==> src/rtl/core/btfs_pkg.sv <==
package btfs_pkg;

    localparam int CH_BITS        = 16;
    localparam int POS_BITS       = 14;
    localparam int QUO_BITS       = CH_BITS + 2;
    localparam int DEF_MAX_WIDTH  = 64;
    localparam int DEF_MAX_HEIGHT = 64;
    localparam int DEF_FRAC_BITS  = 8;

    // configuration register indexes and reset values
    localparam logic [1:0] REG_FILTER_MODE   = 2'd0;
    localparam logic [1:0] REG_FILTER_OFFSET = 2'd1;
    localparam logic [1:0] REG_IMAGE_WIDTH   = 2'd2;
    localparam logic [1:0] REG_IMAGE_HEIGHT  = 2'd3;
    localparam logic [2:0] RST_FILTER_MODE   = 3'd0;
    localparam logic [3:0] RST_FILTER_OFFSET = 4'd1;
    localparam logic [6:0] RST_IMAGE_SIZE    = 7'd64;

    typedef struct packed {
        logic                action;
        logic [POS_BITS-1:0] x_pos;
        logic [POS_BITS-1:0] y_pos;
        logic [CH_BITS-1:0]  red_in;
        logic [CH_BITS-1:0]  green_in;
        logic [CH_BITS-1:0]  blue_in;
    } t_in_item;

    typedef struct packed {
        logic [CH_BITS-1:0] red_out;
        logic [CH_BITS-1:0] green_out;
        logic [CH_BITS-1:0] blue_out;
    } t_out_item;

    typedef enum logic [2:0] {
        MODE_BILINEAR, MODE_KAWASE, MODE_DUAL_DOWN,
        MODE_DUAL_UP, MODE_NINE_TAP, MODE_THIRTEEN_TAP
    } t_mode;

    localparam logic ACT_WRITE = 1'b0;

    // tap displacement kinds
    typedef enum logic [2:0] {
        AMT_ZERO, AMT_OFF, AMT_HALF, AMT_UNIT, AMT_HUNIT, AMT_KAWASE
    } t_amt;

    typedef struct packed {
        logic       x_neg;
        t_amt       x_amt;
        logic       y_neg;
        t_amt       y_amt;
        logic [1:0] wt_shift;
        logic       last;
    } t_tap;

    typedef enum logic [2:0] {
        S_IDLE, S_SETUP, S_READ, S_DRAIN, S_ROUND, S_DIV, S_DONE
    } t_state;

    typedef struct packed {
        logic       wr_en;
        logic       start_sample;
        logic       setup;
        logic       rd_en;
        logic [1:0] corner;
        logic       next_tap;
        logic       round;
        logic       div_step;
    } t_cmd;

    typedef struct packed {
        logic last_tap;
        logic div3;
    } t_stat;

    function automatic t_tap mk_tap(logic xn, t_amt xa, logic yn, t_amt ya,
                                    logic [1:0] ws, logic last);
        t_tap t;
        t.x_neg    = xn;
        t.x_amt    = xa;
        t.y_neg    = yn;
        t.y_amt    = ya;
        t.wt_shift = ws;
        t.last     = last;
        return t;
    endfunction

    // 3x3 tent, weights 1 2 1 / 2 4 2 / 1 2 1
    function automatic t_tap nine_tap(logic [3:0] idx);
        t_tap t;
        case (idx)
            4'd0:    t = mk_tap(1'b1, AMT_UNIT, 1'b1, AMT_UNIT, 2'd0, 1'b0);
            4'd1:    t = mk_tap(1'b0, AMT_ZERO, 1'b1, AMT_UNIT, 2'd1, 1'b0);
            4'd2:    t = mk_tap(1'b0, AMT_UNIT, 1'b1, AMT_UNIT, 2'd0, 1'b0);
            4'd3:    t = mk_tap(1'b1, AMT_UNIT, 1'b0, AMT_ZERO, 2'd1, 1'b0);
            4'd4:    t = mk_tap(1'b0, AMT_ZERO, 1'b0, AMT_ZERO, 2'd2, 1'b0);
            4'd5:    t = mk_tap(1'b0, AMT_UNIT, 1'b0, AMT_ZERO, 2'd1, 1'b0);
            4'd6:    t = mk_tap(1'b1, AMT_UNIT, 1'b0, AMT_UNIT, 2'd0, 1'b0);
            4'd7:    t = mk_tap(1'b0, AMT_ZERO, 1'b0, AMT_UNIT, 2'd1, 1'b0);
            default: t = mk_tap(1'b0, AMT_UNIT, 1'b0, AMT_UNIT, 2'd0, 1'b1);
        endcase
        return t;
    endfunction

    function automatic t_tap tap_desc(t_mode mode, logic [3:0] idx);
        t_tap t;
        unique case (mode)
            MODE_KAWASE: begin
                case (idx)
                    4'd0:    t = mk_tap(1'b1, AMT_KAWASE, 1'b0, AMT_KAWASE, 2'd0, 1'b0);
                    4'd1:    t = mk_tap(1'b0, AMT_KAWASE, 1'b0, AMT_KAWASE, 2'd0, 1'b0);
                    4'd2:    t = mk_tap(1'b1, AMT_KAWASE, 1'b1, AMT_KAWASE, 2'd0, 1'b0);
                    default: t = mk_tap(1'b0, AMT_KAWASE, 1'b1, AMT_KAWASE, 2'd0, 1'b1);
                endcase
            end
            MODE_DUAL_DOWN: begin
                case (idx)
                    4'd0:    t = mk_tap(1'b0, AMT_ZERO, 1'b0, AMT_ZERO, 2'd2, 1'b0);
                    4'd1:    t = mk_tap(1'b1, AMT_OFF, 1'b0, AMT_OFF, 2'd0, 1'b0);
                    4'd2:    t = mk_tap(1'b0, AMT_OFF, 1'b0, AMT_OFF, 2'd0, 1'b0);
                    4'd3:    t = mk_tap(1'b1, AMT_OFF, 1'b1, AMT_OFF, 2'd0, 1'b0);
                    default: t = mk_tap(1'b0, AMT_OFF, 1'b1, AMT_OFF, 2'd0, 1'b1);
                endcase
            end
            MODE_DUAL_UP: begin
                case (idx)
                    4'd0:    t = mk_tap(1'b0, AMT_ZERO, 1'b0, AMT_OFF, 2'd0, 1'b0);
                    4'd1:    t = mk_tap(1'b1, AMT_OFF, 1'b0, AMT_ZERO, 2'd0, 1'b0);
                    4'd2:    t = mk_tap(1'b0, AMT_OFF, 1'b0, AMT_ZERO, 2'd0, 1'b0);
                    4'd3:    t = mk_tap(1'b0, AMT_ZERO, 1'b1, AMT_OFF, 2'd0, 1'b0);
                    4'd4:    t = mk_tap(1'b1, AMT_HALF, 1'b0, AMT_HALF, 2'd1, 1'b0);
                    4'd5:    t = mk_tap(1'b0, AMT_HALF, 1'b0, AMT_HALF, 2'd1, 1'b0);
                    4'd6:    t = mk_tap(1'b1, AMT_HALF, 1'b1, AMT_HALF, 2'd1, 1'b0);
                    default: t = mk_tap(1'b0, AMT_HALF, 1'b1, AMT_HALF, 2'd1, 1'b1);
                endcase
            end
            MODE_NINE_TAP: t = nine_tap(idx);
            MODE_THIRTEEN_TAP: begin
                case (idx)
                    4'd0:    t = mk_tap(1'b1, AMT_HUNIT, 1'b1, AMT_HUNIT, 2'd2, 1'b0);
                    4'd1:    t = mk_tap(1'b0, AMT_HUNIT, 1'b1, AMT_HUNIT, 2'd2, 1'b0);
                    4'd2:    t = mk_tap(1'b1, AMT_HUNIT, 1'b0, AMT_HUNIT, 2'd2, 1'b0);
                    4'd3:    t = mk_tap(1'b0, AMT_HUNIT, 1'b0, AMT_HUNIT, 2'd2, 1'b0);
                    default: t = nine_tap(4'(idx - 4'd4));
                endcase
            end
            default: t = mk_tap(1'b0, AMT_ZERO, 1'b0, AMT_ZERO, 2'd0, 1'b1);
        endcase
        return t;
    endfunction

    // weight total is 2^shift, times three for dual up
    function automatic logic [2:0] div_shift(t_mode mode);
        logic [2:0] s;
        unique case (mode)
            MODE_KAWASE:       s = 3'd2;
            MODE_DUAL_DOWN:    s = 3'd3;
            MODE_DUAL_UP:      s = 3'd2;
            MODE_NINE_TAP:     s = 3'd4;
            MODE_THIRTEEN_TAP: s = 3'd5;
            default:           s = 3'd0;
        endcase
        return s;
    endfunction

endpackage

==> src/rtl/core/btfs_ctrl.sv <==
module btfs_ctrl (
    input  logic           i_clk,
    input  logic           i_rst_n,
    input  logic           i_start,
    input  logic           i_action,
    input  btfs_pkg::t_stat i_stat,
    output btfs_pkg::t_cmd  o_cmd,
    output logic           o_busy,
    output logic           o_valid
);
    import btfs_pkg::*;

    t_state r_state, n_state;
    logic [1:0]     r_cnt, n_cnt;

    always_ff @(posedge i_clk) begin
        if (!i_rst_n) begin
            r_state <= S_IDLE;
            r_cnt   <= '0;
        end else begin
            r_state <= n_state;
            r_cnt   <= n_cnt;
        end
    end

    always_comb begin
        n_state = r_state;
        n_cnt   = r_cnt;
        o_cmd   = '0;
        o_cmd.corner = r_cnt;
        unique case (r_state)
            S_IDLE: begin
                if (i_start) begin
                    if (i_action == ACT_WRITE) begin
                        o_cmd.wr_en = 1'b1;
                    end else begin
                        o_cmd.start_sample = 1'b1;
                        n_state = S_SETUP;
                    end
                end
            end
            S_SETUP: begin
                o_cmd.setup = 1'b1;
                n_cnt   = '0;
                n_state = S_READ;
            end
            S_READ: begin
                o_cmd.rd_en = 1'b1;
                n_cnt = r_cnt + 2'd1;
                if (r_cnt == 2'd3) begin
                    if (i_stat.last_tap) begin
                        n_state = S_DRAIN;
                    end else begin
                        o_cmd.next_tap = 1'b1;
                        n_state = S_SETUP;
                    end
                end
            end
            S_DRAIN: begin
                // read data and product stages still in flight
                n_cnt = r_cnt + 2'd1;
                if (r_cnt == 2'd1) begin
                    n_state = S_ROUND;
                end
            end
            S_ROUND: begin
                o_cmd.round = 1'b1;
                n_state = i_stat.div3 ? S_DIV : S_DONE;
            end
            S_DIV: begin
                o_cmd.div_step = 1'b1;
                n_state = S_DONE;
            end
            S_DONE: begin
                n_state = S_IDLE;
            end
            default: n_state = S_IDLE;
        endcase
    end

    assign o_busy  = (r_state != S_IDLE);
    assign o_valid = (r_state == S_DONE);

endmodule

==> config.mk <==
export PLATFORM = sky130hd
export DESIGN_NAME = btfs_ctrl
export DESIGN_NICKNAME = d
export VERILOG_FILES = /design/src/rtl/core/btfs_pkg.sv /design/src/rtl/core/btfs_ctrl.sv
export SDC_FILE = /design/constraint.sdc
export NUM_CORES = 1
export LEC_CHECK = 0
export ABC_AREA = 1
export BUFFER_PORTS_ARGS = -buffer_cell sky130_fd_sc_hd__buf_4
export CORE_AREA = 2 2 39 41
export CTS_CLUSTER_SIZE = 10
export DETAILED_ROUTE_END_ITERATION = 16
export DIE_AREA = 0 0 41 43
export GPL_TIMING_DRIVEN = 0
export PLACE_DENSITY = 0.5
export RECOVER_POWER = 25
export SKIP_CTS_REPAIR_TIMING = 1
export SLEW_MARGIN = 20
export SYNTH_ARGS = -nofsm -noshare
export SYNTH_HDL_FRONTEND = slang
export SYNTH_SLANG_ARGS = --single-unit
==> constraint.sdc <==
create_clock -name i_clk -period 1.85 [get_ports i_clk]
set_clock_uncertainty 0.1 [all_clocks]
set_input_delay 0.4625 -clock i_clk [delete_from_list [all_inputs] [get_ports i_clk]]
set_output_delay 0.4625 -clock i_clk [all_outputs]
set_load 0.05 [all_outputs]
== Word level (Yosys, flattened, before mapping) ==
Cells that the tools add are included.

* Input bits: 6
* Flip-flop bits (word level): 5
* Word-level logic and storage cells: 39
* Output and inout port bits: 11

* Reductions and logical operators: 5
* Mux-type cells: 19
* $add $sub $neg: 1
* Equal/unequal tests: 12

{| class="wikitable"
|+ Operators with widths
! operator !! number
|-
| $pmux 3 s6 || 1
|-
| $mux 3 || 4
|-
| $eq 3x3->1 const B || 3
|-
| $mux 1 || 9
|-
| $mux 2 || 4
|-
| $ne 2x2->1 const B || 4
|-
| $eq 3x2->1 const B || 2
|-
| $pmux 2 s2 || 1
|-
| $reduce_and 4->1 || 1
|-
| $eq 3x1->1 const B || 1
|-
| $logic_not 3->1 || 1
|-
| $reduce_bool 3->1 || 1
|-
| $add 2x1->2 const B || 1
|-
| $eq 2x1->1 const B || 1
|-
| $eq 2x2->1 const B || 1
|-
| $reduce_bool 2->1 || 1
|-
| $reduce_or 2->1 || 1
|}

== Longest topological paths before layout ==
Gate-level depths: netlist of the first run.

* Word-level depth: 3
* Gate-level depth with buffers: 8

== Worst setup path after synthesis of the first run ==
OpenSTA, ideal clock, no wires.

* Path type: register -> output
* Start point: register r_state[0]
* End point: output o_cmd[8] (netlist bit)
* Cell stages (with the launch flop): 4
* Buffers on the path: 0
* Arrival time: 2.148 ns
* Slack: -0.860 ns
* Path through: dfxtp_1 > nor2_1 > nand2_1 > nor3b_1

{| class="wikitable"
|+ RTL lines
! what !! line !! text
|-
| start, declared || btfs_ctrl.sv:13 || <nowiki>t_state r_state, n_state;</nowiki>
|-
| start signal, assigned || btfs_ctrl.sv:21 || <nowiki>r_state <= n_state;</nowiki>
|-
| end, declared || btfs_ctrl.sv:7 || <nowiki>output btfs_pkg::t_cmd o_cmd,</nowiki>
|}

==> results of run 1 <==
[critical path: stages, from the launching register on]
cell and delay (ps):
dfxtp_1 300, buf_6 140, clkinvlp_4 120, nand2_4 80, nor3b_4 180, buf_6 180
[kinds of logic after synthesis]
kind of cell / Yosys count
flops: 5
buf+inv: 11
compound gates: 4
simple gates: 36
fa+ha+maj: 2
[per-stage QoR]
step / hold WS [ps] / TNS (ps) / setup slack [ps]
after floorplan: 478 / -90.8 / -90.8
after global placement: 361 / 0 / 174
after detailed placement: 363 / 0 / 162
after CTS: 371 / -102 / -102
after global routing: 365 / -23.1 / -12.8
final: 363 / 0 / 52.5
[how the worst min path moves through the flow]
stage	start	slack, ps	cells after the start	to
2_1_floorplan	r_cnt[0]$_SDFFE_PN0P_	480	1	r_cnt[0]$_SDFFE_PN0P_
3_3_place_gp	r_cnt[0]$_SDFFE_PN0P_	360	1	r_cnt[0]$_SDFFE_PN0P_
3_5_place_dp	r_cnt[0]$_SDFFE_PN0P_	360	1	r_cnt[0]$_SDFFE_PN0P_
4_1_cts	r_cnt[0]$_SDFFE_PN0P_	370	1	r_cnt[0]$_SDFFE_PN0P_
5_1_grt	i_rst_n	360	3	r_state[1]$_SDFFE_PN0P_
6_report	r_cnt[0]$_SDFFE_PN0P_	360	1	r_cnt[0]$_SDFFE_PN0P_
[registers in the layout, summed over array words and instances (netlist names)]
signal	cells
r_cnt	2
r_state	3
[cell usage in the layout, fill, tap and decap left out, types with 2 or more instances in the layout]
cell      count
nand3_1       2
nor2_1       11
buf_6         2
dfxtp_2       3
clkbuf_4      3
buf_4        15
nor2_4        3
inv_1         7
nor3_1        2
ha_1          2
nand2_1      11
dfxtp_1       2
a21oi_1       3
inv_2         2
[power by group through the flow]
stage / Clock [mW] / Sequential (mW) / Combinational, mW
2_1_floorplan: 0 / 0.220 / 0.428
3_3_place_gp: 0 / 0.191 / 0.608
3_5_place_dp: 0 / 0.190 / 0.608
4_1_cts: 0.127 / 0.189 / 0.609
5_1_grt: 0.136 / 0.207 / 0.672
6_report: 0.124 / 0.201 / 0.620
[layer usage]
layer  vias to the layer above  global-route usage
li1                        221                   -
met2                        15               0.159
met1                       178               0.117
met4                         0              0.0200
met5                         -                   0
met3                         0              0.0628
[layout make-up]
class	count	area, um2	share of cell area
repair buffers	16	124	0.211
flip-flops and latches	5	104	0.177
inverters	10	41.3	0.0704
multi-input cells	42	260	0.443
well taps	16	20.0	0.0341
clock buffers	4	26.3	0.0448
plain buffers	1	11.3	0.0192
==> key figures, run 1 <==
Run status
  • Outcome: finished clean

Drt
  • Vias/cell: 4.40
  • Routed wl met3: 83 um
  • # DRC: 0
  • Drt total wl: 851 um
  • Antenna violation net count after detailed routing: 0
  • Metal-1 WL: 366 um
  • Vias: 414
  • Highest metal used: met3
  • Iter 0 DRT Violations: 7
  • Met2 WL post-DR: 401 um
  • TritonRoute pass-1 iters: 3
  • Post-DR wirelength/cell: 9.05 um

Synthesis
  • Largest family of logic cells by synthesized area: simple AND/OR/NAND/NOR gates
  • Post-Synth Simple-Gate Area: 0.467
  • Syn_area_per_cell: 6.28 um2
  • Post-synthesis cell type count: 16
  • Post-synthesis async set-or-reset flop share: 0
  • Synth Area in Compound Gates: 0.0550
  • Area leader, netlist: dfxtp_1
  • Post-synth top cells: nor2_1, nand2_1, inv_1
  • Ys Warns: 0
  • Post-Syn Area: 364 um2
  • Synth top area share: 0.275
  • Part of the Yosys area used for sequential elements: 0.275
  • Net Count, Synth: 66
  • Synth Area in XOR/XNOR: 0
  • Most common cell in the netlist: nor2_1
  • Top cells by area, synth: dfxtp_1, nor2_1, nand2_1, inv_1, ha_1
  • Gate Count Post-Synth: 58
  • Synth Register Bits: 5
  • Top FF cell, synth: dfxtp_1
  • Number of flops mapped to enable cells by yosys: 0
  • Synth Area in Adders: 0.0687
  • Mux share of post-synthesis cell area: 0

Critical path
  • FF-to-FF End: r_state[1]$_SDFFE_PN0P_
  • Worst EP required: 1290 ps
  • WP data arrival: 1240 ps
  • Crit-path max FO: 9
  • Worst R2R Start: r_state[2]$_SDFFE_PN0P_
  • Crit path kind: register to output port
  • R2R cell count: 6
  • Launch point of the worst path: r_state[2]$_SDFFE_PN0P_
  • Reg2Reg Setup Slack: 640 ps
  • Type of origin of the critical path: register
  • Endpoint class of the critical path: output port
  • CP Capture Point: o_cmd[8]

Die
  • Core area: 1380 um2
  • Chip Height: 43 um
  • Rows: 14
  • Die W: 41 um
  • Die ar.: 1760 um2
  • I/O Pins: 17
  • Starting density of the core: 0.263

STA
  • Final min period: 1800 ps
  • Crit share post-route: 0.972
  • Slew HR: 0.899
  • RSZ-0062 raised after global routing: yes
  • Slew at the pin with the worst max-slew slack: 151 ps
  • Final Hold Fails: 0
  • Setup Viol. Count Final: 0
  • Fin. max-slew vios: 0
  • Maximum clock frequency: 0.556 GHz

Global route
  • Total GRT Usage: 0.103
  • Largest net degree at the start of global routing: 10
  • Total grt overflow: 0
  • Initial antenna violation count: 0
  • Vias in the first global route: 317
  • Global-route wire length before repair: 1200 um

Clock tree
  • CTS buffer count: 3
  • H-Tree Depth: 1
  • Bufs on Longest Clock Path: 2
  • Clock tree from TritonCTS: built
  • Worst-Skew Late Latency: 240 ps
  • CTS sink cnt: 5
  • Clock Root Buffer: clkbuf_4
  • Clk pin slew, worst setup/hold paths: 40 ps

Power and ir drop
  • Max IR drop VDD: 0.727 mV
  • Internal power: 0.420 mW
  • Switching power total: 0.525 mW
  • Pleak: 0.302 nW
  • Net Sw Frac: 0.556
  • Design Power: 0.945 mW
  • Clk pwr share: 0.131
  • Seq pwr share: 0.213
  • Comb power frac: 0.656
  • Power Density: 1610 nW/um2

Final layout
  • Share of layout cells above drive strength 1: 0.449
  • Layout Cell Area excl Fill: 587 um2
  • Filler cells: 158
  • Non-Filler Instances: 94
  • Layout area overhead: 61.2%
  • Ant. Diodes: 0
  • Nets: 87
  • Fin util: 0.424

Placed design
  • Placed cells: 90
  • Routability cong.: 0.795
  • Placement-stage cell area: 544 um2
  • Port buffer count: 16
  • Post-DP HPWL: 703 um

Min path
  • Hold crit path type: register to register

Flow run
  • Max_cap viols: 0
(Power assumes the default switching activity.)
==> run 2: changes to the inputs <==
--- a/config.mk
+++ b/config.mk
@@ -5,15 +5,15 @@
 export SDC_FILE = /design/constraint.sdc
 export NUM_CORES = 1
 export LEC_CHECK = 0
-export ABC_AREA = 1
 export BUFFER_PORTS_ARGS = -buffer_cell sky130_fd_sc_hd__buf_4
 export CORE_AREA = 2 2 39 41
 export CTS_CLUSTER_SIZE = 10
 export DETAILED_ROUTE_END_ITERATION = 16
 export DIE_AREA = 0 0 41 43
 export GPL_TIMING_DRIVEN = 0
-export PLACE_DENSITY = 0.5
+export PLACE_DENSITY = 0.53
 export RECOVER_POWER = 25
+export REMOVE_ABC_BUFFERS = 1
 export SKIP_CTS_REPAIR_TIMING = 1
 export SLEW_MARGIN = 20
 export SYNTH_ARGS = -nofsm -noshare
==> run 2 against run 1 <==
Net effect: cell count is 8.5% lower; sequential power is 30% lower; the run now ends with negative setup slack left; sequential cell count unchanged; count of clock-buffer cells in the layout did not move; combinational power decreased by 71%; setup slack lost 150 ps; global-route usage grew 0.86 points; synthesized area rose by 11%.
==> key figures, run 2 <==
Synthesis
  • Ys Warns: 0
  • Post-synthesis async set-or-reset flop share: 0
  • Part of the Yosys area used for sequential elements: 0.248
  • Area leader, netlist: dfxtp_1
  • Top cells by area, synth: dfxtp_1, and3b_1, a21oi_1, ha_1, nor3b_2
  • Synth Register Bits: 5
  • Gate Count Post-Synth: 46
  • Number of flops mapped to enable cells by yosys: 0
  • Post-Syn Area: 404 um2
  • Top FF cell, synth: dfxtp_1
  • Post-synthesis cell type count: 26
  • Synth top area share: 0.248
  • Post-synth top cells: a21oi_1, dfxtp_1, and3b_1, inv_1, nor2_1
  • Syn_area_per_cell: 8.79 um2

Die
  • Core area: 1380 um2
  • Die ar.: 1760 um2
  • Rows: 14
  • Starting density of the core: 0.292
  • Chip Height: 43 um
  • I/O Pins: 17
  • Die W: 41 um

Min path
  • Worst Hold Depth: 3
  • Hold crit path type: input pin to register
  • Hold Crit Start: i_stat[0]
  • Endpoint, Worst Hold: r_state[0]$_SDFFE_PN0P_

Global route
  • Largest net degree at the start of global routing: 18
  • Total grt overflow: 0
  • Total GRT Usage: 0.111
  • Initial antenna violation count: 0
  • Vias in the first global route: 305
  • Global-route wire length before repair: 1330 um

Critical path
  • Crit-path max FO: 7
  • FF-to-FF End: r_state[1]$_SDFFE_PN0P_
  • Type of origin of the critical path: register
  • WP data arrival: 1390 ps
  • Delay of the slowest cell on the worst path: 410 ps
  • Endpoint class of the critical path: output port
  • Worst R2R Start: r_cnt[0]$_SDFFE_PN0P_
  • Crit path kind: register to output port
  • Critical path buffer and inverter count: 1
  • Kind of cell adding the most delay to the critical path: simple AND/OR/NAND/NOR gates
  • Slowest cell on crit path: or3_4
  • R2R cell count: 4
  • Worst EP required: 1290 ps
  • CP cell instances: or3_4, nor3b_4, buf_6
  • Reg2Reg Setup Slack: 530 ps

Clock tree
  • Clock tree from TritonCTS: built
  • H-Tree Depth: 1
  • Clk pin slew, worst setup/hold paths: 40 ps
  • Worst-Skew Late Latency: 240 ps
  • Bufs on Longest Clock Path: 2
  • Clock Root Buffer: clkbuf_4
  • CTS buffer count: 3
  • CTS sink cnt: 5

STA
  • Crit share post-route: 1.05
  • Final worst slack: -98.4 ps
  • Final min period: 1950 ps
  • RSZ-0062 raised after global routing: yes
  • Final Hold Fails: 0
  • Slew at the pin with the worst max-slew slack: 244 ps
  • Worst slack on hold paths: 399 ps
  • Slew HR: 0.836
  • Setup TNS: -162 ps
  • Setup Viol. Count Final: 3
  • Fin. max-slew vios: 0
  • Maximum clock frequency: 0.513 GHz

Final layout
  • Multi-input logic area: 277 um2
  • Layout area overhead: 54.8%
  • Share of layout cells above drive strength 1: 0.514
  • Max FFs per register: 3
  • Largest Register: r_state
  • Filler cells: 159
  • Most frequent cells in the layout: buf_4, a21oi_1
  • Commonest non-fill, non-tap cell in the layout: buf_4
  • Regs by FF count: r_state x3, r_cnt x2
  • Ant. Diodes: 0
  • Non-Filler Instances: 86
  • Nets: 79
  • Fin util: 0.452
  • Storage element area: 111 um2

Drt
  • TritonRoute pass-1 iters: 2
  • # DRC: 0
  • Drt total wl: 958 um
  • Iter 0 DRT Violations: 8
  • Vias/cell: 4.81
  • Vias: 414
  • Antenna violation net count after detailed routing: 0
  • Post-DR wirelength/cell: 11.1 um

Power and ir drop
  • Pleak: 0.295 nW
  • Max IR drop VDD: 0.321 mV
  • Design Power: 0.445 mW
  • Power Density: 712 nW/um2

Placed design
  • Placed cells: 75
  • Routability cong.: 0.677
  • Post-DP HPWL: 613 um
  • Port buffer count: 16

Run status
  • Outcome: complete, but fails checks
  • Violated checks: negative setup slack

Flow run
  • Max_cap viols: 0
run 2: cell types whose count changed in the layout (fill, tap and decap cells not counted), sizes merged, moves of 2 or more:
cell and change:
a21oi +2, and3b +3, buf +6, inv -6, nand2 -11, nand3 -2
nor2 -11, nor3 -4, nor3b +3, or3 +2, or3b +2
run 2: cell type report:
type / count / share of cell area
well taps: 16 / 0.0320
multi-input cells: 35 / 0.442
flip-flops and latches: 5 / 0.178
clock buffers: 4 / 0.0420
repair buffers: 23 / 0.288
inverters: 3 / 0.0180
run 2: logic make-up (layout without fill, tap and decap cells):
| logic type | Yosys count | after routing | synth area share |
|---|---|---|---|
| mux | 1 | 1 | 0.0279 |
| compound gates | 11 | 11 | 0.170 |
| simple gates | 21 | 21 | 0.396 |
| fa+ha+maj | 2 | 2 | 0.0619 |
| flops | 5 | 5 | 0.248 |
| buf+inv | 6 | 30 | 0.0960 |
run 2: worst register-to-register path: stages (launching register included):
cell and delay, ps:
dfxtp_1 380, ha_1 230, nand2b_1 70, a221oi_1 300, o32ai_1 110
run 2: worst max-delay path by stage:
stage	start	endpoint	slack [ps]	depth (start not counted)
2_1_floorplan	r_state[2]$_SDFFE_PN0P_	o_cmd[8]	-810	2
3_3_place_gp	r_state[1]$_SDFFE_PN0P_	o_cmd[2]	-30	3
3_5_place_dp	r_state[1]$_SDFFE_PN0P_	o_cmd[2]	-7	3
4_1_cts	r_state[1]$_SDFFE_PN0P_	o_cmd[2]	-280	3
5_1_grt	r_state[0]$_SDFFE_PN0P_	o_cmd[8]	-130	3
6_report	r_state[0]$_SDFFE_PN0P_	o_cmd[8]	-100	3
run 2: through the flow:
| stage | setup WS [ps] | cell area [um2] |
|---|---|---|
| after detailed placement | -7.40 | 517 |
| after global routing | -133 | 626 |
| after global placement | -30.4 | 517 |
| after floorplan | -807 | 377 |
| final | -98.4 | 626 |
| after CTS | -276 | 543 |
run 2: report_power, final:
part / total, mW / switching, mW / internal, mW
logic: 0.178 / 0.104 / 0.0740
clock network: 0.128 / 0.0465 / 0.0817
registers: 0.140 / 0.0222 / 0.117
total: 0.445 / 0.172 / 0.273
run 2: layer usage:
metal  global-route usage  vias to the layer above  share of wire
met5                    0                        -              0
met4               0.0200                        0              0
met3               0.0785                        0          0.048
met2                0.150                        8           0.48
met1                0.145                      188           0.47
li1                     -                      218              -
